**src/hng_pkg.sv**
```systemverilog
// hng_pkg: widths, register indexes, reset values and word types of the
// hysteresis noise gate. No dependencies.
package hng_pkg;

  // Sample format, fixed by the word layout
  localparam int SAMPLE_BITS   = 24;
  localparam int COEF_BITS_DEF = 24;
  localparam int THR_BITS      = 23;
  localparam int GAIN_FRAC     = 24;
  localparam int GAIN_W        = GAIN_FRAC + 1;

  // Signed operand width of the shared scaler and working width of the sums
  localparam int D_W = (SAMPLE_BITS + 2 > GAIN_W + 1) ? SAMPLE_BITS + 2 : GAIN_W + 1;
  localparam int WW  = D_W + 2;

  localparam logic [GAIN_W-1:0] GAIN_ONE = {1'b1, {GAIN_FRAC{1'b0}}};

  // Register indexes
  localparam int REG_IDX_W = 3;
  localparam logic [REG_IDX_W-1:0] REG_HP_COEF    = 3'd0;
  localparam logic [REG_IDX_W-1:0] REG_LP_COEF    = 3'd1;
  localparam logic [REG_IDX_W-1:0] REG_ATTACK     = 3'd2;
  localparam logic [REG_IDX_W-1:0] REG_RELEASE    = 3'd3;
  localparam logic [REG_IDX_W-1:0] REG_OPEN_RATE  = 3'd4;
  localparam logic [REG_IDX_W-1:0] REG_CLOSE_RATE = 3'd5;
  localparam logic [REG_IDX_W-1:0] REG_OPEN_THR   = 3'd6;
  localparam logic [REG_IDX_W-1:0] REG_CLOSE_THR  = 3'd7;

  localparam int NUM_COEFS = 6;
  localparam logic [31:0] COEF_RST [NUM_COEFS] = '{
    32'd216762, 32'd4952930, 32'd231400, 32'd1589, 32'd345900, 32'd1942
  };
  localparam logic [THR_BITS-1:0] OPEN_THR_RST  = 23'd8389;
  localparam logic [THR_BITS-1:0] CLOSE_THR_RST = 23'd3775;

  typedef struct packed {
    logic signed [SAMPLE_BITS-1:0] raw_sample;
    logic signed [SAMPLE_BITS-1:0] main_sample;
    logic                          gate_enable;
  } hng_in_t;

  typedef struct packed {
    logic signed [SAMPLE_BITS-1:0] gated_sample;
    logic                          gate_is_open;
  } hng_out_t;

endpackage

```
**src/hng_cfg_regs.sv**
```systemverilog
// hng_cfg_regs: coefficient and threshold registers of the noise gate.
// Depends on hng_pkg.
module hng_cfg_regs
  import hng_pkg::*;
#(
  parameter int COEF_BITS = COEF_BITS_DEF,
  parameter int CFG_W     = (COEF_BITS > THR_BITS) ? COEF_BITS : THR_BITS
) (
  input  logic                 clk_i,
  input  logic                 rst_ni,
  input  logic                 cfg_we_i,
  input  logic [REG_IDX_W-1:0] cfg_idx_i,
  input  logic [CFG_W-1:0]     cfg_data_i,
  output logic [COEF_BITS-1:0] coef_o [NUM_COEFS],
  output logic [THR_BITS-1:0]  open_thr_o,
  output logic [THR_BITS-1:0]  close_thr_o
);

  logic [COEF_BITS-1:0] coef_q [NUM_COEFS];
  logic [THR_BITS-1:0]  open_thr_q, close_thr_q;

  always_ff @(posedge clk_i or negedge rst_ni) begin
    if (!rst_ni) begin
      for (int i = 0; i < NUM_COEFS; i++) begin
        coef_q[i] <= COEF_BITS'(COEF_RST[i]);
      end
      open_thr_q  <= OPEN_THR_RST;
      close_thr_q <= CLOSE_THR_RST;
    end else if (cfg_we_i) begin
      unique case (cfg_idx_i)
        REG_HP_COEF, REG_LP_COEF, REG_ATTACK, REG_RELEASE,
        REG_OPEN_RATE, REG_CLOSE_RATE: begin
          coef_q[cfg_idx_i] <= cfg_data_i[COEF_BITS-1:0];
        end
        REG_OPEN_THR: begin
          open_thr_q <= cfg_data_i[THR_BITS-1:0];
        end
        REG_CLOSE_THR: begin
          close_thr_q <= cfg_data_i[THR_BITS-1:0];
        end
      endcase
    end
  end

  assign coef_o      = coef_q;
  assign open_thr_o  = open_thr_q;
  assign close_thr_o = close_thr_q;

endmodule

```
**src/hng_scale_unit.sv**
```systemverilog
// hng_scale_unit: shared sign-magnitude scaler, sign(d) * floor(a * |d| / 2^k),
// result registered. Depends on hng_pkg.
module hng_scale_unit
  import hng_pkg::*;
#(
  parameter int COEF_BITS = COEF_BITS_DEF,
  parameter int A_W       = (COEF_BITS > GAIN_W) ? COEF_BITS : GAIN_W
) (
  input  logic                  clk_i,
  input  logic                  en_i,
  input  logic [A_W-1:0]        a_i,
  input  logic signed [D_W-1:0] d_i,
  input  logic                  gain_shift_i,  // shift by gain fraction, else coef
  output logic signed [D_W:0]   res_o
);

  logic             neg;
  logic [D_W-1:0]   mag;
  logic [A_W+D_W-1:0] prod, shifted;
  logic [D_W-1:0]   r;
  logic signed [D_W:0] res_q;

  always_comb begin
    neg     = d_i[D_W-1];
    mag     = neg ? D_W'(~d_i) + D_W'(1) : D_W'(d_i);
    prod    = (A_W + D_W)'(a_i) * (A_W + D_W)'(mag);
    shifted = gain_shift_i ? (prod >> GAIN_FRAC) : (prod >> COEF_BITS);
    r       = shifted[D_W-1:0];  // never exceeds |d|
  end

  always_ff @(posedge clk_i) begin
    if (en_i) begin
      res_q <= neg ? -signed'({1'b0, r}) : signed'({1'b0, r});
    end
  end

  assign res_o = res_q;

endmodule

```
**src/hysteresis_noise_gate_core.sv**
```systemverilog
// hysteresis_noise_gate_core: top level of the sidechain noise gate with
// hysteresis. Depends on hng_pkg, hng_cfg_regs and hng_scale_unit.
//
// One input word carries a sidechain sample, a main sample and an enable bit;
// one output word carries the gated sample and the gate's open flag. With the
// enable bit set, the word runs five passes through a single shared scaler
// (high-pass pole, low-pass pole, envelope, gain easing, final gain multiply),
// each pass a multiply state followed by an update of the state it feeds,
// and a last state hands the result to the output register; a new word is
// taken only once the sequencer is back in idle. A word with the enable bit
// clear passes the main sample through untouched and leaves all filter and
// gain state as it was. in_stall_o is low only while the sequencer is idle;
// the output register holds a finished word while out_stall_i is high, and
// the sequencer waits for it before taking more.
// Configuration registers may be written only while no word is in flight.
module hysteresis_noise_gate_core
  import hng_pkg::*;
#(
  parameter int COEF_BITS = COEF_BITS_DEF,
  localparam int CFG_W    = (COEF_BITS > THR_BITS) ? COEF_BITS : THR_BITS
) (
  input  logic                 clk_i,
  input  logic                 rst_ni,
  input  logic                 in_valid_i,
  output logic                 in_stall_o,
  input  hng_in_t              in_word_i,
  output logic                 out_valid_o,
  input  logic                 out_stall_i,
  output hng_out_t             out_word_o,
  input  logic                 cfg_we_i,
  input  logic [REG_IDX_W-1:0] cfg_idx_i,
  input  logic [CFG_W-1:0]     cfg_data_i
);

  localparam int S     = SAMPLE_BITS;
  localparam int A_W   = (COEF_BITS > GAIN_W) ? COEF_BITS : GAIN_W;
  localparam int CMP_W = SAMPLE_BITS + THR_BITS;

  // Sequencer states
  localparam logic [1:0] ST_IDLE = 2'd0;
  localparam logic [1:0] ST_MUL  = 2'd1;  // scaler busy
  localparam logic [1:0] ST_UPD  = 2'd2;  // fold scaler result into state
  localparam logic [1:0] ST_DONE = 2'd3;  // hand result to output register

  // Passes through the scaler
  localparam logic [2:0] STP_HP   = 3'd0;
  localparam logic [2:0] STP_LP   = 3'd1;
  localparam logic [2:0] STP_ENV  = 3'd2;
  localparam logic [2:0] STP_GAIN = 3'd3;
  localparam logic [2:0] STP_FIN  = 3'd4;

  function automatic logic signed [S-1:0] sat_s(input logic signed [WW-1:0] v);
    logic fits;
    fits = (v[WW-1:S-1] == '0) || (v[WW-1:S-1] == '1);
    if (fits) begin
      return v[S-1:0];
    end else if (v[WW-1]) begin
      return {1'b1, {(S-1){1'b0}}};
    end else begin
      return {1'b0, {(S-1){1'b1}}};
    end
  endfunction

  // Configuration
  logic [COEF_BITS-1:0] coef [NUM_COEFS];
  logic [THR_BITS-1:0]  open_thr, close_thr;

  hng_cfg_regs #(
    .COEF_BITS (COEF_BITS),
    .CFG_W     (CFG_W)
  ) u_cfg (
    .clk_i       (clk_i),
    .rst_ni      (rst_ni),
    .cfg_we_i    (cfg_we_i),
    .cfg_idx_i   (cfg_idx_i),
    .cfg_data_i  (cfg_data_i),
    .coef_o      (coef),
    .open_thr_o  (open_thr),
    .close_thr_o (close_thr)
  );

  // Control and filter state
  logic [1:0]             state_q, state_d;
  logic [2:0]             step_q, step_d;
  logic                   out_valid_q, out_valid_d;
  logic signed [S-1:0]    hp_q, hp_d;
  logic signed [S-1:0]    lp_q, lp_d;
  logic [S-1:0]           env_q, env_d;
  logic [GAIN_W-1:0]      gain_q, gain_d;
  logic                   open_q, open_d;

  // Word payload
  logic signed [S-1:0]    raw_q, raw_d;
  logic signed [S-1:0]    main_q, main_d;
  logic signed [D_W-1:0]  d_q, d_d;
  logic [A_W-1:0]         a_q, a_d;
  logic                   gshift_q, gshift_d;
  logic signed [S-1:0]    res_q, res_d;
  hng_out_t               out_word_q, out_word_d;

  logic signed [D_W:0]    s_res;

  hng_scale_unit #(
    .COEF_BITS (COEF_BITS),
    .A_W       (A_W)
  ) u_scale (
    .clk_i        (clk_i),
    .en_i         (state_q == ST_MUL),
    .a_i          (a_q),
    .d_i          (d_q),
    .gain_shift_i (gshift_q),
    .res_o        (s_res)
  );

  // Update arithmetic, one pass uses its own slice
  logic signed [WW-1:0]   hp_sum, lp_sum, env_sum, gain_sum;
  logic signed [S-1:0]    hp_new, lp_new, fin_res;
  logic signed [S:0]      hp_out;
  logic signed [S+1:0]    lp_diff;
  logic [S-1:0]           abs_lp, env_new;
  logic signed [S:0]      env_diff;
  logic [CMP_W-1:0]       env_cmp, open_cmp, close_cmp;
  logic                   open_new;
  logic [GAIN_W-1:0]      target, gain_new;
  logic signed [GAIN_W:0] gain_diff;

  always_comb begin
    hp_sum   = WW'(hp_q) + WW'(s_res);
    hp_new   = sat_s(hp_sum);
    hp_out   = (S+1)'(raw_q) - (S+1)'(hp_new);
    lp_diff  = (S+2)'(hp_out) - (S+2)'(lp_q);

    lp_sum   = WW'(lp_q) + WW'(s_res);
    lp_new   = sat_s(lp_sum);
    abs_lp   = lp_new[S-1] ? S'(~lp_new) + S'(1) : S'(lp_new);
    env_diff = signed'({1'b0, abs_lp}) - signed'({1'b0, env_q});

    // envelope moves toward |lp| without overshoot, so it stays in range
    env_sum  = WW'(signed'({1'b0, env_q})) + WW'(s_res);
    env_new  = env_sum[S-1:0];

    // thresholds carry 23 fraction bits, the envelope S-1
    env_cmp   = CMP_W'(env_new) << THR_BITS;
    open_cmp  = CMP_W'(open_thr) << (S - 1);
    close_cmp = CMP_W'(close_thr) << (S - 1);
    open_new  = open_q ? (env_cmp >= close_cmp) : (env_cmp >= open_cmp);

    target    = open_new ? GAIN_ONE : '0;
    gain_diff = signed'({1'b0, target}) - signed'({1'b0, gain_q});

    gain_sum = WW'(signed'({1'b0, gain_q})) + WW'(s_res);
    priority if (gain_sum[WW-1]) begin
      gain_new = '0;
    end else if (gain_sum > WW'(GAIN_ONE)) begin
      gain_new = GAIN_ONE;
    end else begin
      gain_new = gain_sum[GAIN_W-1:0];
    end

    fin_res = sat_s(WW'(s_res));
  end

  // Sequencer
  always_comb begin
    state_d     = state_q;
    step_d      = step_q;
    out_valid_d = out_valid_q;
    hp_d        = hp_q;
    lp_d        = lp_q;
    env_d       = env_q;
    gain_d      = gain_q;
    open_d      = open_q;
    raw_d       = raw_q;
    main_d      = main_q;
    d_d         = d_q;
    a_d         = a_q;
    gshift_d    = gshift_q;
    res_d       = res_q;
    out_word_d  = out_word_q;

    if (out_valid_q && !out_stall_i) begin
      out_valid_d = 1'b0;
    end

    unique case (state_q)
      ST_IDLE: begin
        if (in_valid_i) begin
          raw_d  = in_word_i.raw_sample;
          main_d = in_word_i.main_sample;
          if (in_word_i.gate_enable) begin
            d_d      = D_W'(in_word_i.raw_sample) - D_W'(hp_q);
            a_d      = A_W'(coef[REG_HP_COEF]);
            gshift_d = 1'b0;
            step_d   = STP_HP;
            state_d  = ST_MUL;
          end else begin
            // bypass: main sample out, state untouched
            res_d   = in_word_i.main_sample;
            state_d = ST_DONE;
          end
        end
      end
      ST_MUL: begin
        state_d = ST_UPD;
      end
      ST_UPD: begin
        state_d = ST_MUL;
        unique case (step_q)
          STP_HP: begin
            hp_d   = hp_new;
            d_d    = D_W'(lp_diff);
            a_d    = A_W'(coef[REG_LP_COEF]);
            step_d = STP_LP;
          end
          STP_LP: begin
            lp_d   = lp_new;
            d_d    = D_W'(env_diff);
            a_d    = (abs_lp > env_q) ? A_W'(coef[REG_ATTACK]) : A_W'(coef[REG_RELEASE]);
            step_d = STP_ENV;
          end
          STP_ENV: begin
            env_d  = env_new;
            open_d = open_new;
            d_d    = D_W'(gain_diff);
            a_d    = (target > gain_q) ? A_W'(coef[REG_OPEN_RATE])
                                       : A_W'(coef[REG_CLOSE_RATE]);
            step_d = STP_GAIN;
          end
          STP_GAIN: begin
            gain_d   = gain_new;
            d_d      = D_W'(main_q);
            a_d      = A_W'(gain_new);
            gshift_d = 1'b1;
            step_d   = STP_FIN;
          end
          STP_FIN: begin
            res_d   = fin_res;
            state_d = ST_DONE;
          end
          default: begin
            state_d = ST_IDLE;
          end
        endcase
      end
      ST_DONE: begin
        if (!out_valid_q || !out_stall_i) begin
          out_valid_d             = 1'b1;
          out_word_d.gated_sample = res_q;
          out_word_d.gate_is_open = open_q;
          state_d                 = ST_IDLE;
        end
      end
    endcase
  end

  always_ff @(posedge clk_i or negedge rst_ni) begin
    if (!rst_ni) begin
      state_q     <= ST_IDLE;
      step_q      <= STP_HP;
      out_valid_q <= 1'b0;
      hp_q        <= '0;
      lp_q        <= '0;
      env_q       <= '0;
      gain_q      <= '0;
      open_q      <= 1'b0;
    end else begin
      state_q     <= state_d;
      step_q      <= step_d;
      out_valid_q <= out_valid_d;
      hp_q        <= hp_d;
      lp_q        <= lp_d;
      env_q       <= env_d;
      gain_q      <= gain_d;
      open_q      <= open_d;
    end
  end

  always_ff @(posedge clk_i) begin
    raw_q      <= raw_d;
    main_q     <= main_d;
    d_q        <= d_d;
    a_q        <= a_d;
    gshift_q   <= gshift_d;
    res_q      <= res_d;
    out_word_q <= out_word_d;
  end

  assign in_stall_o  = (state_q != ST_IDLE);
  assign out_valid_o = out_valid_q;
  assign out_word_o  = out_word_q;

endmodule

```
**config.mk**
```make
export PLATFORM = sky130hd
export DESIGN_NAME = hysteresis_noise_gate_core
export DESIGN_NICKNAME = d
export VERILOG_FILES = /design/src/hng_pkg.sv /design/src/hng_cfg_regs.sv /design/src/hng_scale_unit.sv /design/src/hysteresis_noise_gate_core.sv
export SDC_FILE = /design/constraint.sdc
export NUM_CORES = 2
export LEC_CHECK = 0
export ABC_CLOCK_PERIOD_IN_PS = 31600
export BUFFER_PORTS_ARGS = -buffer_cell sky130_fd_sc_hd__buf_2
export CAP_MARGIN = 20
export CORE_UTILIZATION = 60
export CTS_BUF_LIST = sky130_fd_sc_hd__clkbuf_4
export CTS_CLUSTER_DIAMETER = 40
export CTS_CLUSTER_SIZE = 20
export DETAILED_ROUTE_END_ITERATION = 8
export PLACE_DENSITY = 0.84
export SLEW_MARGIN = 20
export SYNTH_ARGS = -nofsm -noshare
export SYNTH_HDL_FRONTEND = slang
export SYNTH_SLANG_ARGS = --single-unit
```
**constraint.sdc**
```tcl
create_clock -name clk_i -period 31.6 [get_ports clk_i]
set_input_delay 1.58 -clock clk_i [delete_from_list [all_inputs] [get_ports clk_i]]
set_output_delay 1.58 -clock clk_i [all_outputs]
set_load 0.03 [all_outputs]
```
==> summary.md <==
| Metric | Value |
|---|---|
| Top cells by area, synth | fa_1 22%, dfrtp_1 11%, edfxtp_1 10%, ha_1 9.6%, inv_1 6.0% |
| CP top delay family | adder cells |
| Final Cycle Share | 35.2% |
| Iteration count of the initial detailed-routing pass | 6 |
| Initial antenna violation count | 10 |
| Slew Viols, Final | 0 |
| Yosys warns | 0 |
| Final Setup Violations | 0 |
| CTS Buf Count | 79 |
| Worst EP required | 32.24 ns |
| Initial core utilization | approximately three fifths |
| Drt wl/cell | 22.6 µm |
| TritonCTS clock tree | yes |
| GRT Util Overall | 35.7% |
| Largest net degree at the start of global routing | 109 |
| Post-route cell area | 0.0562 mm² |
| Num ports | 108 |
| Row cnt | 108 |
| EDFF count, synth | 175 |
| First-pass GRT wire length | 245000 µm |
| Max Cap Viol | 0 |
| Crit-path most repeated cell | fa_1 |
| Die footprint | 0.0891 mm² |
| Antenna-violating nets left | 0 |
| Total core area | between 0.08 and 0.09 mm² |
| Top post-synthesis cells by count | 847 x inv_1, 623 x nand2_1, 577 x fa_1, 406 x ha_1, 360 x and2_1 |
| Gate Count Post-Synth | 5647 |
| Fill count | 6806 |
| Syn avg cell area | a little over 9 µm² |
| F_max | 89.8 MHz |
| CTS max path bufs | 3 |
| CTS Root Cell | clkbuf_4 |
| CP max FO | 25 |
| Final HPWL DP | about 120000 µm |
| DP Area | 0.0549 mm² |
| Worst-Skew Late Latency | 0.93 ns |
| Die H | about 300 µm |
| Setup TNS | 0 ns |
| Setup crit start kind | register |
| CP bufs+invs | 6 |
| Number of hold violations in the final report | 0 |
| Seq/Total Area, Yosys | 24.1% |
| Hold Buf Count CTS | 0 |
| RSZ-0062 raised after global routing | false |
| Final Critical Period | between 10 and 15 ns |
| Final GP Congestion | 1.00 |
| Crit path DAT | 11.78 ns |
| Worst-path clk slew | 0.12 ns |
| Worst Tran Pin Value | 1.23 ns |
| Drt drc | 0 |
| H-Tree Level Count | 3 |
| Setup Fix Bufs, Post-CTS | 0 |
| Top_reg_cell synth | dfrtp_1 |
| Syn Std Cell Area | roughly 0.053 mm² |
| Max stage delay on crit path | 0.68 ns |
| DRT iter0 DRCs | between 3000 and 4000 |
| Status | finished clean |
| Post-synth ARST share | a little over three fifths |
| Synth area leader | fa_1 |
| Clock sinks | 469 |
| Post-synthesis sequential element count | 469 |
| Post-cts resize count | 0 |
| Count leader, synth | inv_1 |
| Final hold slack | 0.434 ns |
| Vias in the first global route | 43900 |
| Via count | 42900 |
| Area Growth Syn to Fin | 6.69% |
| Layout cells sized above 1 | 12.2% |
| Chip width | ~300 µm |
| Max-slew headroom | 18.0% |
| GR Overflow Total | 0 |
| Vias per std cell | approximately 6.2 |
| Post-synthesis net count | 6711 |
| Critical path type | reg2reg |
| Hold Path Class | reg2reg |
| Final #Nets | 6764 |
| Critical-path top delay cell | nor4_1 |
| Nature of the critical path endpoint | register |
| Yosys cell types | 94 |
| Port Buf Inserts | 107 |
| Final Skew | 0.0893 ns |
| Share of the synthesized area in the top cell type | about 22% |
| Total wire length | around 160000 µm |
==> path summary, 6_finish.rpt <==
| check | startpoint | end | slack, ns | depth (start not counted) |
|---|---|---|---|---|
| hold / removal | res_q[21] | out_word_o[22] | 0.43 | 0 |
| setup / recovery | d_q[2] | u_scale.res_o[21] | 20.46 | 34 |
| max in group asynchronous | rst_ni | hp_q[0] | 29.28 | 2 |
| min in group asynchronous | rst_ni | u_cfg.coef_o[140] | 0.74 | 1 |
| hold reg to reg | res_q[21] | out_word_o[22] | 0.43 | 0 |
| setup reg to reg | d_q[2] | u_scale.res_o[21] | 20.46 | 34 |
==> kinds of logic (layout without fill, tap and decap cells) <==
family | Yosys count | after routing | share of synthesized area [%]
other | 0 | 9 | 0
buffers and inverters | 1081 | 1200 | 7.70
DFF | 469 | 469 | 24.1
muxes | 247 | 247 | 5.19
xor gates and xnor gates | 241 | 241 | 4.03
AOI/OAI and AO/OA | 1044 | 1044 | 12.7
and+or+nand+nor | 1582 | 1582 | 14.7
adders and majority gates | 983 | 983 | 31.5
==> state kept, by name, indices dropped and copies added, names as in the netlist, 25 cells and up <==
signal and flops:
u_scale.res_o 27, u_cfg.coef_o 144, a_q 25, gain_q 25
d_q 26, out_word_o 25
==> metrics by stage <==
step	setup slack (ns)	std cells	util, %
after floorplan	21.52	5647	-
after global placement	20.76	6769	63.1
after detailed placement	20.57	6773	63.2
after CTS	20.53	6920	64.7
after global routing	20.00	6927	64.7
final	20.46	6930	64.7
==> layout make-up <==
class                           instances  area, µm²  share of cell area, %
Clock buffer                           84        631                   1.12
Tap cell                             1155       1450                   2.57
Multi-Input combinational cell       4097      36300                   64.5
Clock inverter                         63        679                   1.21
Inverter                              847       3180                   5.65
Timing Repair Buffer                  206       1330                   2.36
Sequential cell                       469      12700                   22.6
Antenna cell                            9       22.5                 0.0400
==> worst register-to-register path, delay by kind of cell (launching register included) <==
| family | cells | cell delay (ns) |
|---|---|---|
| flops | 1 | 0.50 |
| buf+inv | 6 | 0.57 |
| compound gates | 6 | 1.62 |
| xor+xnor | 2 | 0.33 |
| fa+ha+maj | 8 | 3.97 |
| simple gates | 12 | 3.91 |
==> layer usage <==
layer  wire length, µm  track usage (%)  part of all wire (%)  vias up
li1                  -                -                     -    18900
met1             58500             45.2                    37    21300
met2             72800             57.8                    46     2222
met3             15800             6.89                    10      559
met4              9630             19.4                   6.1        4
met5                22                0                 0.014        -
==> cells in the final DEF (no fill, tap or decap), drive strengths merged, types with 31 or more instances in the layout <==
cell,instances
nand2,623
nor2b,44
and2,361
a21o,104
xor2,85
mux2,206
mux2i,41
nor3,67
o21bai,31
buf,206
o21ai,305
or3,40
dfstp,69
edfxtp,175
dfrtp,225
o31ai,41
nand2b,43
fa,577
clkbuf,84
nor2,209
o21a,31
nand3,77
a31oi,31
a21oi,245
ha,406
xnor2,155
inv,874
Power is not shown: default switching activity piles up to over one toggle a cycle in this logic, so the estimate is an artifact.
